[src/rtl/core/fqkr_pkg.sv]
// fqkr_pkg: types, codes and sizes shared by the ticket queue and its cells.
// No dependencies.
package fqkr_pkg;

    // Queue geometry
    localparam int QUEUE_DEPTH = 16;
    localparam int ID_BITS     = 16;
    localparam int IDX_W       = $clog2(QUEUE_DEPTH);
    localparam int CNT_W       = $clog2(QUEUE_DEPTH + 1);

    // Ids are held and compared in their low ID_BITS bits
    localparam logic [15:0] ID_MASK = 16'((33'd1 << ID_BITS) - 33'd1);

    // Operation codes
    typedef enum logic [1:0] {
        MODE_PUSH   = 2'd0,
        MODE_POP    = 2'd1,
        MODE_REMOVE = 2'd2,
        MODE_LOOKUP = 2'd3
    } t_mode;

    // Status codes
    localparam logic [1:0] STAT_OK    = 2'd0;
    localparam logic [1:0] STAT_MISS  = 2'd1;
    localparam logic [1:0] STAT_FULL  = 2'd2;

    // Input beat
    typedef struct packed {
        logic [1:0]  mode;
        logic [15:0] ticket_id;
        logic [7:0]  ticket_priority;
        logic [31:0] ticket_payload;
    } t_in;

    // Output beat
    typedef struct packed {
        logic [1:0]  status;
        logic [15:0] out_id;
        logic [7:0]  out_priority;
        logic [31:0] out_payload;
        logic [4:0]  occupancy;
    } t_out;

    // One stored record
    typedef struct packed {
        logic [15:0] id;
        logic [7:0]  prio;
        logic [31:0] payload;
    } t_rec;

    // Per-cell control from the queue controller
    typedef struct packed {
        logic load;   // take the new record
        logic shift;  // take the neighbour's record and valid
    } t_cell_ctl;

endpackage

[src/rtl/core/fifo_queue_with_key_removal.sv]
// fifo_queue_with_key_removal: top level of the ticket queue with removal by id.
// Depends on fqkr_pkg and fqkr_cell.
//
// Ordered queue of up to 16 ticket records held in a row of cells, head in
// cell 0. Each input beat (push, pop, remove by id, look up by id) gives one
// output beat with status, the record concerned and the occupancy afterwards.
// The beat is registered on acceptance; in the following cycle each cell
// compares its id with the key in parallel and the first match is picked;
// a push fills the first free cell, a pop or removal closes the cells up by
// one place from the head or the match, and the result enters the output
// register. A new beat is taken only when the queue is idle and the output
// register is empty or drained in that cycle, so beats never overlap. No
// clearing pass after reset: only the state, count and valid flags are reset.
module fifo_queue_with_key_removal (
    input  logic           i_clk,
    input  logic           i_rst_n,
    input  logic           i_in_valid,
    output logic           o_in_ready,
    input  fqkr_pkg::t_in  i_in_data,
    output logic           o_out_valid,
    input  logic           i_out_ready,
    output fqkr_pkg::t_out o_out_data
);

    localparam int DEPTH = fqkr_pkg::QUEUE_DEPTH;
    localparam int CNT_W = fqkr_pkg::CNT_W;

    typedef enum logic [1:0] {
        ST_IDLE = 2'b01,
        ST_EXEC = 2'b10
    } t_state;

    t_state                      r_state, n_state;
    fqkr_pkg::t_in               r_op;
    logic [CNT_W-1:0]            r_count, n_count;
    logic                        r_out_valid;
    fqkr_pkg::t_out              r_out, n_out;

    fqkr_pkg::t_rec              w_rec [DEPTH];
    fqkr_pkg::t_cell_ctl         w_ctl [DEPTH];
    logic [DEPTH-1:0]            w_valid;
    logic [DEPTH-1:0]            w_match;
    logic [DEPTH-1:0]            w_first;
    logic [DEPTH-1:0]            w_hit;
    logic [DEPTH-1:0]            w_shift;
    logic [DEPTH-1:0]            w_load;
    logic [15:0]                 w_key;
    fqkr_pkg::t_rec              w_new_rec;
    fqkr_pkg::t_rec              w_hit_rec;
    logic                        w_exec;
    logic                        w_accept;

    assign w_accept   = i_in_valid && o_in_ready;
    assign o_in_ready = (r_state == ST_IDLE) && (!r_out_valid || i_out_ready);
    assign w_exec     = (r_state == ST_EXEC);

    // Key and record from the held beat
    assign w_key             = r_op.ticket_id & fqkr_pkg::ID_MASK;
    assign w_new_rec.id      = w_key;
    assign w_new_rec.prio    = r_op.ticket_priority;
    assign w_new_rec.payload = r_op.ticket_payload;

    // First match from the head: lowest set bit
    assign w_first = w_match & (~w_match + DEPTH'(1));

    // Row of cells, each fed by the one behind it
    for (genvar g = 0; g < DEPTH; g++) begin : g_cell
        fqkr_pkg::t_rec w_next_rec;
        logic           w_next_valid;

        if (g == DEPTH - 1) begin : g_tail
            assign w_next_rec   = '0;
            assign w_next_valid = 1'b0;
        end else begin : g_body
            assign w_next_rec   = w_rec[g+1];
            assign w_next_valid = w_valid[g+1];
        end

        assign w_ctl[g].load  = w_exec && w_load[g];
        assign w_ctl[g].shift = w_exec && w_shift[g];

        fqkr_cell u_cell (
            .i_clk        (i_clk),
            .i_rst_n      (i_rst_n),
            .i_ctl        (w_ctl[g]),
            .i_new_rec    (w_new_rec),
            .i_next_rec   (w_next_rec),
            .i_next_valid (w_next_valid),
            .i_key        (w_key),
            .o_rec        (w_rec[g]),
            .o_valid      (w_valid[g]),
            .o_match      (w_match[g])
        );
    end

    // Record of the selected cell, zero when none
    always_comb begin
        w_hit_rec = '0;
        for (int i = 0; i < DEPTH; i++) begin
            if (w_hit[i]) begin
                w_hit_rec = w_hit_rec | w_rec[i];
            end
        end
    end

    // Operation decode
    always_comb begin
        w_hit   = '0;
        w_shift = '0;
        w_load  = '0;
        n_count = r_count;
        n_out   = '0;
        unique case (fqkr_pkg::t_mode'(r_op.mode))
            fqkr_pkg::MODE_PUSH: begin
                n_out.out_id       = w_new_rec.id;
                n_out.out_priority = w_new_rec.prio;
                n_out.out_payload  = w_new_rec.payload;
                if (r_count >= CNT_W'(DEPTH)) begin
                    n_out.status = fqkr_pkg::STAT_FULL;
                end else begin
                    n_out.status = fqkr_pkg::STAT_OK;
                    w_load       = DEPTH'(1) << r_count;
                    n_count      = r_count + CNT_W'(1);
                end
            end
            fqkr_pkg::MODE_POP: begin
                w_hit[0] = w_valid[0];
                w_shift  = w_valid[0] ? '1 : '0;
            end
            fqkr_pkg::MODE_REMOVE: begin
                w_hit   = w_first;
                w_shift = ~(w_first - DEPTH'(1));
            end
            fqkr_pkg::MODE_LOOKUP: begin
                w_hit = w_first;
            end
            default: begin
                w_hit = '0;
            end
        endcase
        if (r_op.mode != fqkr_pkg::MODE_PUSH) begin
            n_out.out_id       = w_hit_rec.id;
            n_out.out_priority = w_hit_rec.prio;
            n_out.out_payload  = w_hit_rec.payload;
            if (w_hit != '0) begin
                n_out.status = fqkr_pkg::STAT_OK;
                if (r_op.mode != fqkr_pkg::MODE_LOOKUP) begin
                    n_count = r_count - CNT_W'(1);
                end
            end else begin
                n_out.status = fqkr_pkg::STAT_MISS;
            end
        end
        n_out.occupancy = 5'(n_count);
    end

    // Sequencer
    always_comb begin
        n_state = r_state;
        unique case (r_state)
            ST_IDLE: if (w_accept) n_state = ST_EXEC;
            ST_EXEC: n_state = ST_IDLE;
            default: n_state = ST_IDLE;
        endcase
    end

    always_ff @(posedge i_clk) begin
        if (!i_rst_n) begin
            r_state     <= ST_IDLE;
            r_count     <= '0;
            r_out_valid <= 1'b0;
        end else begin
            r_state <= n_state;
            if (w_exec) begin
                r_count     <= n_count;
                r_out_valid <= 1'b1;
            end else if (i_out_ready) begin
                r_out_valid <= 1'b0;
            end
        end
    end

    // Held beat and result register
    always_ff @(posedge i_clk) begin
        if (w_accept) begin
            r_op <= i_in_data;
        end
        if (w_exec) begin
            r_out <= n_out;
        end
    end

    assign o_out_valid = r_out_valid;
    assign o_out_data  = r_out;

    // Checks
    a_count_matches_valid: assert property (@(posedge i_clk) disable iff (!i_rst_n)
        $countones(w_valid) == int'(r_count))
        else $error("valid bits disagree with record count");

    a_valid_packed: assert property (@(posedge i_clk) disable iff (!i_rst_n)
        (w_valid & (w_valid + DEPTH'(1))) == '0)
        else $error("valid cells not packed at the head");

    a_out_free_in_exec: assert property (@(posedge i_clk) disable iff (!i_rst_n)
        (r_state == ST_EXEC) |-> !r_out_valid)
        else $error("result register busy when a result is written");

    a_count_bound: assert property (@(posedge i_clk) disable iff (!i_rst_n)
        r_count <= CNT_W'(DEPTH))
        else $error("record count beyond queue depth");

endmodule

[src/rtl/core/fqkr_cell.sv]
// fqkr_cell: one slot of the ticket queue: record, valid bit and key compare.
// Depends on fqkr_pkg.
module fqkr_cell (
    input  logic              i_clk,
    input  logic              i_rst_n,
    input  fqkr_pkg::t_cell_ctl i_ctl,
    input  fqkr_pkg::t_rec    i_new_rec,
    input  fqkr_pkg::t_rec    i_next_rec,
    input  logic              i_next_valid,
    input  logic [15:0]       i_key,
    output fqkr_pkg::t_rec    o_rec,
    output logic              o_valid,
    output logic              o_match
);

    fqkr_pkg::t_rec r_rec;
    logic           r_valid;

    // Valid bit: close up from the neighbour, or fill from a push
    always_ff @(posedge i_clk) begin
        if (!i_rst_n) begin
            r_valid <= 1'b0;
        end else if (i_ctl.shift) begin
            r_valid <= i_next_valid;
        end else if (i_ctl.load) begin
            r_valid <= 1'b1;
        end
    end

    // Record payload, no reset
    always_ff @(posedge i_clk) begin
        if (i_ctl.shift) begin
            r_rec <= i_next_rec;
        end else if (i_ctl.load) begin
            r_rec <= i_new_rec;
        end
    end

    assign o_rec   = r_rec;
    assign o_valid = r_valid;
    assign o_match = r_valid && (r_rec.id == i_key);

endmodule
[config.mk]
export PLATFORM = sky130hd
export DESIGN_NAME = fifo_queue_with_key_removal
export DESIGN_NICKNAME = d
export VERILOG_FILES = /design/src/rtl/core/fqkr_pkg.sv /design/src/rtl/core/fifo_queue_with_key_removal.sv /design/src/rtl/core/fqkr_cell.sv
export SDC_FILE = /design/constraint.sdc
export NUM_CORES = 2
export LEC_CHECK = 0
export BUFFER_PORTS_ARGS = -buffer_cell sky130_fd_sc_hd__buf_2
export CORE_MARGIN = 3
export CORE_UTILIZATION = 32
export DETAILED_ROUTE_END_ITERATION = 10
export GPL_ROUTABILITY_DRIVEN = 0
export PLACE_DENSITY_LB_ADDON = 0.1
export SYNTH_ARGS = -nofsm -noshare
export SYNTH_HDL_FRONTEND = slang
export SYNTH_SLANG_ARGS = --single-unit
[constraint.sdc]
create_clock -name i_clk -period 6.4 [get_ports i_clk]
set_clock_uncertainty 0.05 [all_clocks]
set_input_delay 0.32 -clock i_clk [delete_from_list [all_inputs] [get_ports i_clk]]
set_output_delay 0.32 -clock i_clk [all_outputs]
set_load 0.01 [all_outputs]
# --- Word level (Yosys, flattened, before mapping) ---
# Cells that the tools add are included.
op_classes:
  eq_ne: 22
  n_mux: 93
  add_sub_neg: 4
  reduce_logical: 74
  bitwise_logic: 19
  shifts: 1
  n_lt_le_gt_ge: 1
op_table:
  columns: ["operator", "n"]
  rows:
  - ["2-to-1 mux 56 bit", 46]
  - ["OR 56 bit", 15]
  - ["== test 16 bit", 16]
  - ["2-to-1 mux 58 bit", 2]
  - ["logical AND 1 bit", 50]
  - ["2-to-1 mux 16 bit", 3]
  - ["nonzero test 2 bit", 17]
  - ["2-to-1 mux 1 bit", 33]
  - ["NOT 16 bit", 2]
  - ["case mux 16 bit (2 select lines)", 1]
  - ["2-to-1 mux 5 bit", 5]
  - ["adder 16 x 1 -> 16 bit (second input constant)", 1]
  - ["AND 16 bit", 1]
  - ["nonzero test 16 bit", 1]
  - ["<< shifter 1 x 5 -> 16 bit (first input constant)", 1]
  - ["subtractor 16 x 1 -> 16 bit (second input constant)", 1]
  - ["2-to-1 mux 15 bit", 1]
  - ["== test 2 bit (second input constant)", 3]
  - ["adder 5 x 1 -> 5 bit (second input constant)", 1]
  - [">= comparator 5 bit (second input constant)", 1]
  - ["subtractor 5 x 1 -> 5 bit (second input constant)", 1]
  - ["== test 2 x 1 -> 1 bit (second input constant)", 2]
  - ["OR reduction 2 bit", 2]
  - ["logical NOT 2 bit", 1]
  - ["other kinds (7)", 7]
word_totals:
  register_bits: 1041
  output_inout_bits: 65
  elab_cells: 290

# --- Depth between registers and ports, before layout ---
depth:
  depth_word: 38
  depth_mapped: 14
  ltp_nobuf: 10

# --- Modules after synthesis ---
# Synthesis repeated with hierarchy kept, for this count alone.
unflattened:
  cells_unflattened: 3665
  hier_area_um2: 52784.4
by_module_without_submodules:
  columns: ["module", "cells_per_inst", "n_inst", "area_each_um2", "seq_area_each_um2"]
  rows:
  - ["fqkr_cell", 145, 16, 2578.7, 1701.6]
  - ["fifo_queue_with_key_removal", 1345, 1, 11524.8, 3793.6]

# --- Worst setup path after synthesis ---
# OpenSTA, ideal clock, no wires.
synth_timing:
  path_kind: "flip-flop to flip-flop"
  from: "reg r_op[56] in the netlist's numbering"
  to: "reg g_cell[3].u_cell.r_valid"
  setup_slack_ns: 0.147
  n_path_buf: 1
  required_ns: 6.273
  path_stages_with_launch: 9
  arrival_time_ns: 6.126
  setup_time_ns: 0.077
  cell_sequence: "edfxtp_1 inv_1 ha_1 clkbuf_1 nand2_1 nor2_1 nand2_1 o21ai_0 o221a_2"
synth_via:
  elab_chain_len: 4
synth_lines:
  columns: ["item", "line", "source"]
  rows:
  - ["start, declared", "fifo_queue_with_key_removal.sv:34", "fqkr_pkg::t_in r_op;"]
  - ["start signal, assigned", "fifo_queue_with_key_removal.sv:186", "r_op <= i_in_data;"]
  - ["== test 2 bit, or another cell as far along", "fifo_queue_with_key_removal.sv:113", "unique case (fqkr_pkg::t_mode'(r_op.mode))"]
  - ["case mux 16 bit (2 select lines) / 2-to-1 mux 16 bit (equally long branches)", "fifo_queue_with_key_removal.sv:113", null]
  - ["logical AND 1 bit, on equally long branches", "fifo_queue_with_key_removal.sv:80, fifo_queue_with_key_removal.sv:79", null]
  - ["2-to-1 mux 1 bit / nonzero test 2 bit (equally long branches)", null, null]
  - ["end signal, assigned", "fqkr_cell.sv:24", "r_valid <= i_next_valid;"]
  - ["end, declared", "fqkr_cell.sv:17", "logic r_valid;"]
# Parallel ways exist; a longest one is shown, timed or not.
# A chain may end at the register's enable or synchronous reset.

# --- Worst setup path in the final report ---
layout_timing:
  from: "reg r_op (netlist bit w_key[7])"
  to: "reg g_cell[11].u_cell.r_rec (netlist bit g_cell[11].u_cell.o_rec[41]), enable pin"
layout_via:
  elab_chain_len: 10
layout_lines:
  columns: ["item", "line", "source"]
  rows:
  - ["== test 16 bit", "fqkr_cell.sv:41", "assign o_match = r_valid && (r_rec.id == i_key);"]
  - ["logical AND 1 bit", "fqkr_cell.sv:41", null]
  - ["NOT 16 bit", "fifo_queue_with_key_removal.sv:64", "assign w_first = w_match & (~w_match + DEPTH'(1));"]
  - ["adder 16 x 1 -> 16 bit", "fifo_queue_with_key_removal.sv:64", null]
  - ["AND 16 bit *", "fifo_queue_with_key_removal.sv:64", null]
  - ["subtractor 16 x 1 -> 16 bit *", "fifo_queue_with_key_removal.sv:132", "w_shift = ~(w_first - DEPTH'(1));"]
  - ["NOT 16 bit *", "fifo_queue_with_key_removal.sv:132", null]
  - ["case mux 16 bit (2 select lines) *", "fifo_queue_with_key_removal.sv:113", null]
  - ["logical AND 1 bit *", "fifo_queue_with_key_removal.sv:80", "assign w_ctl[g].shift = w_exec && w_shift[g];"]
  - ["nonzero test 2 bit (no line) *", null, null]
  - ["end signal, assigned", "fqkr_cell.sv:33", "r_rec <= i_next_rec;"]
  - ["end signal, assigned", "fqkr_cell.sv:35", "r_rec <= i_new_rec;"]
  - ["end, declared", "fqkr_cell.sv:16", "fqkr_pkg::t_rec r_rec;"]
# Mark *: on every way between the ends. The rest lies on a longest branch, timed or not.

==> metrics.json <==
{
  "timing.hold.ws": {"value": 0.2108, "unit": "ns"},
  "start_kind": {"value": "flop"},
  "synth_async_sr_flop_share": {"value": 0, "unit": "%"},
  "crit_buf_inv": {"value": 1},
  "worst-r2r-setup-slack": {"value": 1.27, "unit": "ns"},
  "synth_area": {"value": 0.05065, "unit": "sq mm"},
  "floorplan.rows": {"value": 145},
  "worstSkewPairLatency": {"value": 0.77, "unit": "ns"},
  "max_clock_freq": {"value": 195.0, "unit": "MHz"},
  "synth_area_leader_cell": {"value": "edfxtp_1"},
  "path_depth": {"value": 10},
  "yosysUniqueCellTypes": {"value": 76},
  "critPathArrivalTime": {"value": 5.47, "unit": "ns"},
  "endpoint": {"value": "g_cell[11].u_cell.o_rec[41]"},
  "ctsHtreeMaxLevel": {"value": 3},
  "final_cells": {"value": 6861},
  "most_frequently_used_cell_type_in_the_post_synthesis_netlist": {"value": "nand2_1"},
  "grt_use_total": {"value": 27.91, "unit": "%"},
  "synthDominantCellAreaShare": {"value": 56.97, "unit": "%"},
  "yosys_register_bits": {"value": 1041},
  "grt_overflow_total": {"value": 0},
  "power_per_cell_area": {"value": 264.8, "unit": "mW/mm^2"},
  "cts_max_path_buffers": {"value": 3},
  "final_antenna_net_count": {"value": 0},
  "worst_ep_required_time": {"value": 6.74, "unit": "ns"},
  "tritoncts.num_buffers": {"value": 121},
  "first_global_vias": {"value": 38420},
  "synth-warning-count": {"value": 0},
  "yosys-top-cells-area": {"value": "edfxtp_1 57%, nand2_1 8.3%, o21ai_0 7.2%"},
  "synthesis.instances": {"value": 4696},
  "antenna_found_initial": {"value": 6},
  "setup_viol": {"value": 0},
  "clock_tree_from_tritoncts": {"value": "built"},
  "ys_dominant_reg_cell": {"value": "edfxtp_1"},
  "leakage": {"value": 17.20, "unit": "nW"},
  "1st_pass_router_iterations": {"value": 10},
  "path_class": {"value": "flop to flop"},
  "setup_total_negative_slack": {"value": 0, "unit": "ns"},
  "synth_sequential_area_ratio": {"value": 60.13, "unit": "%"},
  "timing.critical_path.slowest_stage_cell": {"value": "edfxtp_1"},
  "worst_setup_hold_path_clk_slew": {"value": 0.06, "unit": "ns"},
  "first_pass_grt_wire_length": {"value": 319500, "unit": "um"},
  "dp.final_hpwl": {"value": 132200, "unit": "um"},
  "synth_top_cells_by_count": {"value": "1122 x nand2_1, 961 x edfxtp_1, 727 x o21ai_0, 239 x clkbuf_1, 157 x xor2_1"},
  "die_height": {"value": 403.9, "unit": "um"},
  "port_buffers": {"value": 126},
  "run_status": {"value": "complete, no violations"},
  "route.final.wire_length": {"value": 234200, "unit": "um"},
  "tcrit_tclk_final": {"value": 80.14, "unit": "%"},
  "maxCapViolCount": {"value": 0},
  "design.core.area": {"value": 0.1568, "unit": "sq mm"},
  "drc": {"value": 0},
  "synth_fp_nets": {"value": 4769},
  "layout-area-overhead-vs-synth": {"value": 14.27, "unit": "%"},
  "grt_start_max_net_pins": {"value": 115},
  "nets": {"value": 4767},
  "unrepaired_setup_endpoints_after_global_routing": {"value": "no"},
  "setup.worst_path.start": {"value": "w_key[7]"},
  "worst-path-max-fanout": {"value": 22},
  "relSlewSlack": {"value": 23.32, "unit": "%"},
  "layout.filler_cells": {"value": 15650},
  "cpPeakStageDelay": {"value": 1.04, "unit": "ns"},
  "post_synth.cell_area_avg": {"value": 10.79, "unit": "sq um"},
  "peakVddDrop": {"value": 0.2124, "unit": "mV"},
  "cell_count_after_placement": {"value": 6568},
  "route.detailed.wl_per_inst": {"value": 34.14, "unit": "um"},
  "fraction_of_layout_instances_using_a_drive_strength_above_1": {"value": 10.92, "unit": "%"},
  "hold_violations": {"value": 0},
  "total_power": {"value": 15.33, "unit": "mW"},
  "r2r_end": {"value": "g_cell[11].u_cell.o_rec[41]"},
  "worstMarginPinSlew": {"value": 1.150, "unit": "ns"},
  "cp_top_family": {"value": "simple AND/OR/NAND/NOR gates"},
  "root_buffer": {"value": "clkbuf_16"},
  "critical_path_cell_by_cell": {"value": "xor2_1 -> nor4_1 -> nand3_2 -> o22ai_2 -> or4_1 -> or4_1 -> o21ai_1 -> a21oi_4 -> a31o_4 -> buf_4"},
  "r2r.worst_path.cells": {"value": 10},
  "io_pins": {"value": 127},
  "via_count": {"value": 41110},
  "sinks_on_the_clock_net": {"value": 1041},
  "reg2reg_from": {"value": "w_key[7]"},
  "die_width": {"value": 403.9, "unit": "um"},
  "slew_viol_final": {"value": 0},
  "cts-resized-gates": {"value": 0},
  "drt_iter0_markers": {"value": 6118},
  "initial_utilization": {"value": 32.32, "unit": "%"},
  "layout_min_cycle_time": {"value": 5.129, "unit": "ns"},
  "design.die.area": {"value": 0.1631, "unit": "sq mm"},
  "timing.critical_path.mode_cell": {"value": "or4_1"},
  "viasPerCell": {"value": 5.992},
  "crit_end_element": {"value": "flop"},
  "min-delay-path-class": {"value": "input pin to flop"},
  "synth-edff-count": {"value": 961}
}
## layer usage
| metal | track usage (%) | wire [um] |
|---|---|---|
| met1 | 39.48 | 100200 |
| met2 | 42.88 | 103200 |
| met3 | 4.838 | 21850 |
| met4 | 10.21 | 9029 |
| met5 | 0 | 0 |
## worst min-delay path by stage
stage	from	to	slack (ns)	cells past startpoint
6_report	i_in_data[38]	r_op[38]	0.21	2
5_1_grt	i_in_data[39]	r_op[39]	0.20	2
4_1_cts	i_in_data[39]	r_op[39]	0.15	2
3_5_place_dp	g_cell[15].u_cell.o_rec[9]	g_cell[15].u_cell.o_rec[9]	0.42	2
3_3_place_gp	g_cell[15].u_cell.o_rec[36]	g_cell[15].u_cell.o_rec[36]	0.41	2
2_1_floorplan	i_in_data[0]	r_op[0]	0.37	0
## sequential cells by signal, summed over array words and instances (netlist names)
register and cells:
o_out_data 63, r_count 5, o_out_valid 1, r_state 2
g_cell.u_cell.o_valid 16, g_cell.u_cell.o_rec 896, w_key 16, r_op 42
## per-stage QoR
stage / util, % / setup slack, ns / area, sq um
finish: 36.93 / 1.271 / 57880
global route: 36.92 / 1.206 / 57870
CTS: 36.92 / 1.487 / 57870
detailed placement: 33.99 / 1.498 / 53290
global placement: 33.99 / 1.496 / 53290
floorplan: - / 0.1473 / 50650
## logic make-up (layout without fill, tap and decap cells)
family          Yosys count  count (layout)  share of synthesized area, %
simple gates           1528            1528                         13.52
mux                      58              58                         1.284
flops                  1041            1041                         60.13
xor+xnor                258             258                         4.461
compound gates         1322            1322                         15.96
buf+inv                 478             581                         4.372
other cells               0               4                             0
fa+ha+maj                11              11                        0.2717
## cell usage in the layout (no fill, tap or decap), types with 16 or more instances in the layout
cell type	synthesis	routed
a21oi_1	132	126
a221oi_1	57	57
a222oi_1	112	112
a22oi_1	112	112
a32oi_1	56	56
and4_1	58	58
buf_12	0	23
buf_2	78	126
buf_4	40	67
clkbuf_1	239	39
clkbuf_16	0	122
clkbuf_8	0	17
clkinv_2	0	18
dfxtp_1	80	80
dlygate4sd3_1	0	61
edfxtp_1	961	961
inv_1	75	74
mux2_2	56	56
nand2_1	1122	1119
nand3_1	83	82
nand4_1	30	30
nor2_1	43	37
nor3_1	22	17
nor4_1	68	65
o21ai_0	727	726
o21ai_1	71	71
or4_1	16	16
xnor2_1	101	101
xor2_1	157	157
## power by group
part           total, mW  internal (mW)  switching (mW)  leakage [nW]
Combinational      0.693          0.241           0.452          5.93
Sequential          7.57           7.48          0.0816          9.33
Clock               7.07           4.06            3.00          1.94
Total               15.3           11.8            3.54          17.2
## what timing repair did
| item | 4_1_cts | 5_1_grt |
|---|---|---|
| endpoints found under the hold margin | 66 | 0 |
| hold buffers | 61 | 0 |
| buffers inserted | 0 | 0 |
## cell type report
class	instances	area (sq um)	area share [%]
clock buffer	178	3433	5.931
sequential	1041	30460	52.62
inverter	76	287.8	0.4972
multi-input combinational	3177	18370	31.74
clock inverter	50	543.0	0.9381
antenna	4	10.01	0.01729
tap	2058	2575	4.449
timing repair buffer	277	2205	3.809
(Power assumes the default switching activity.)
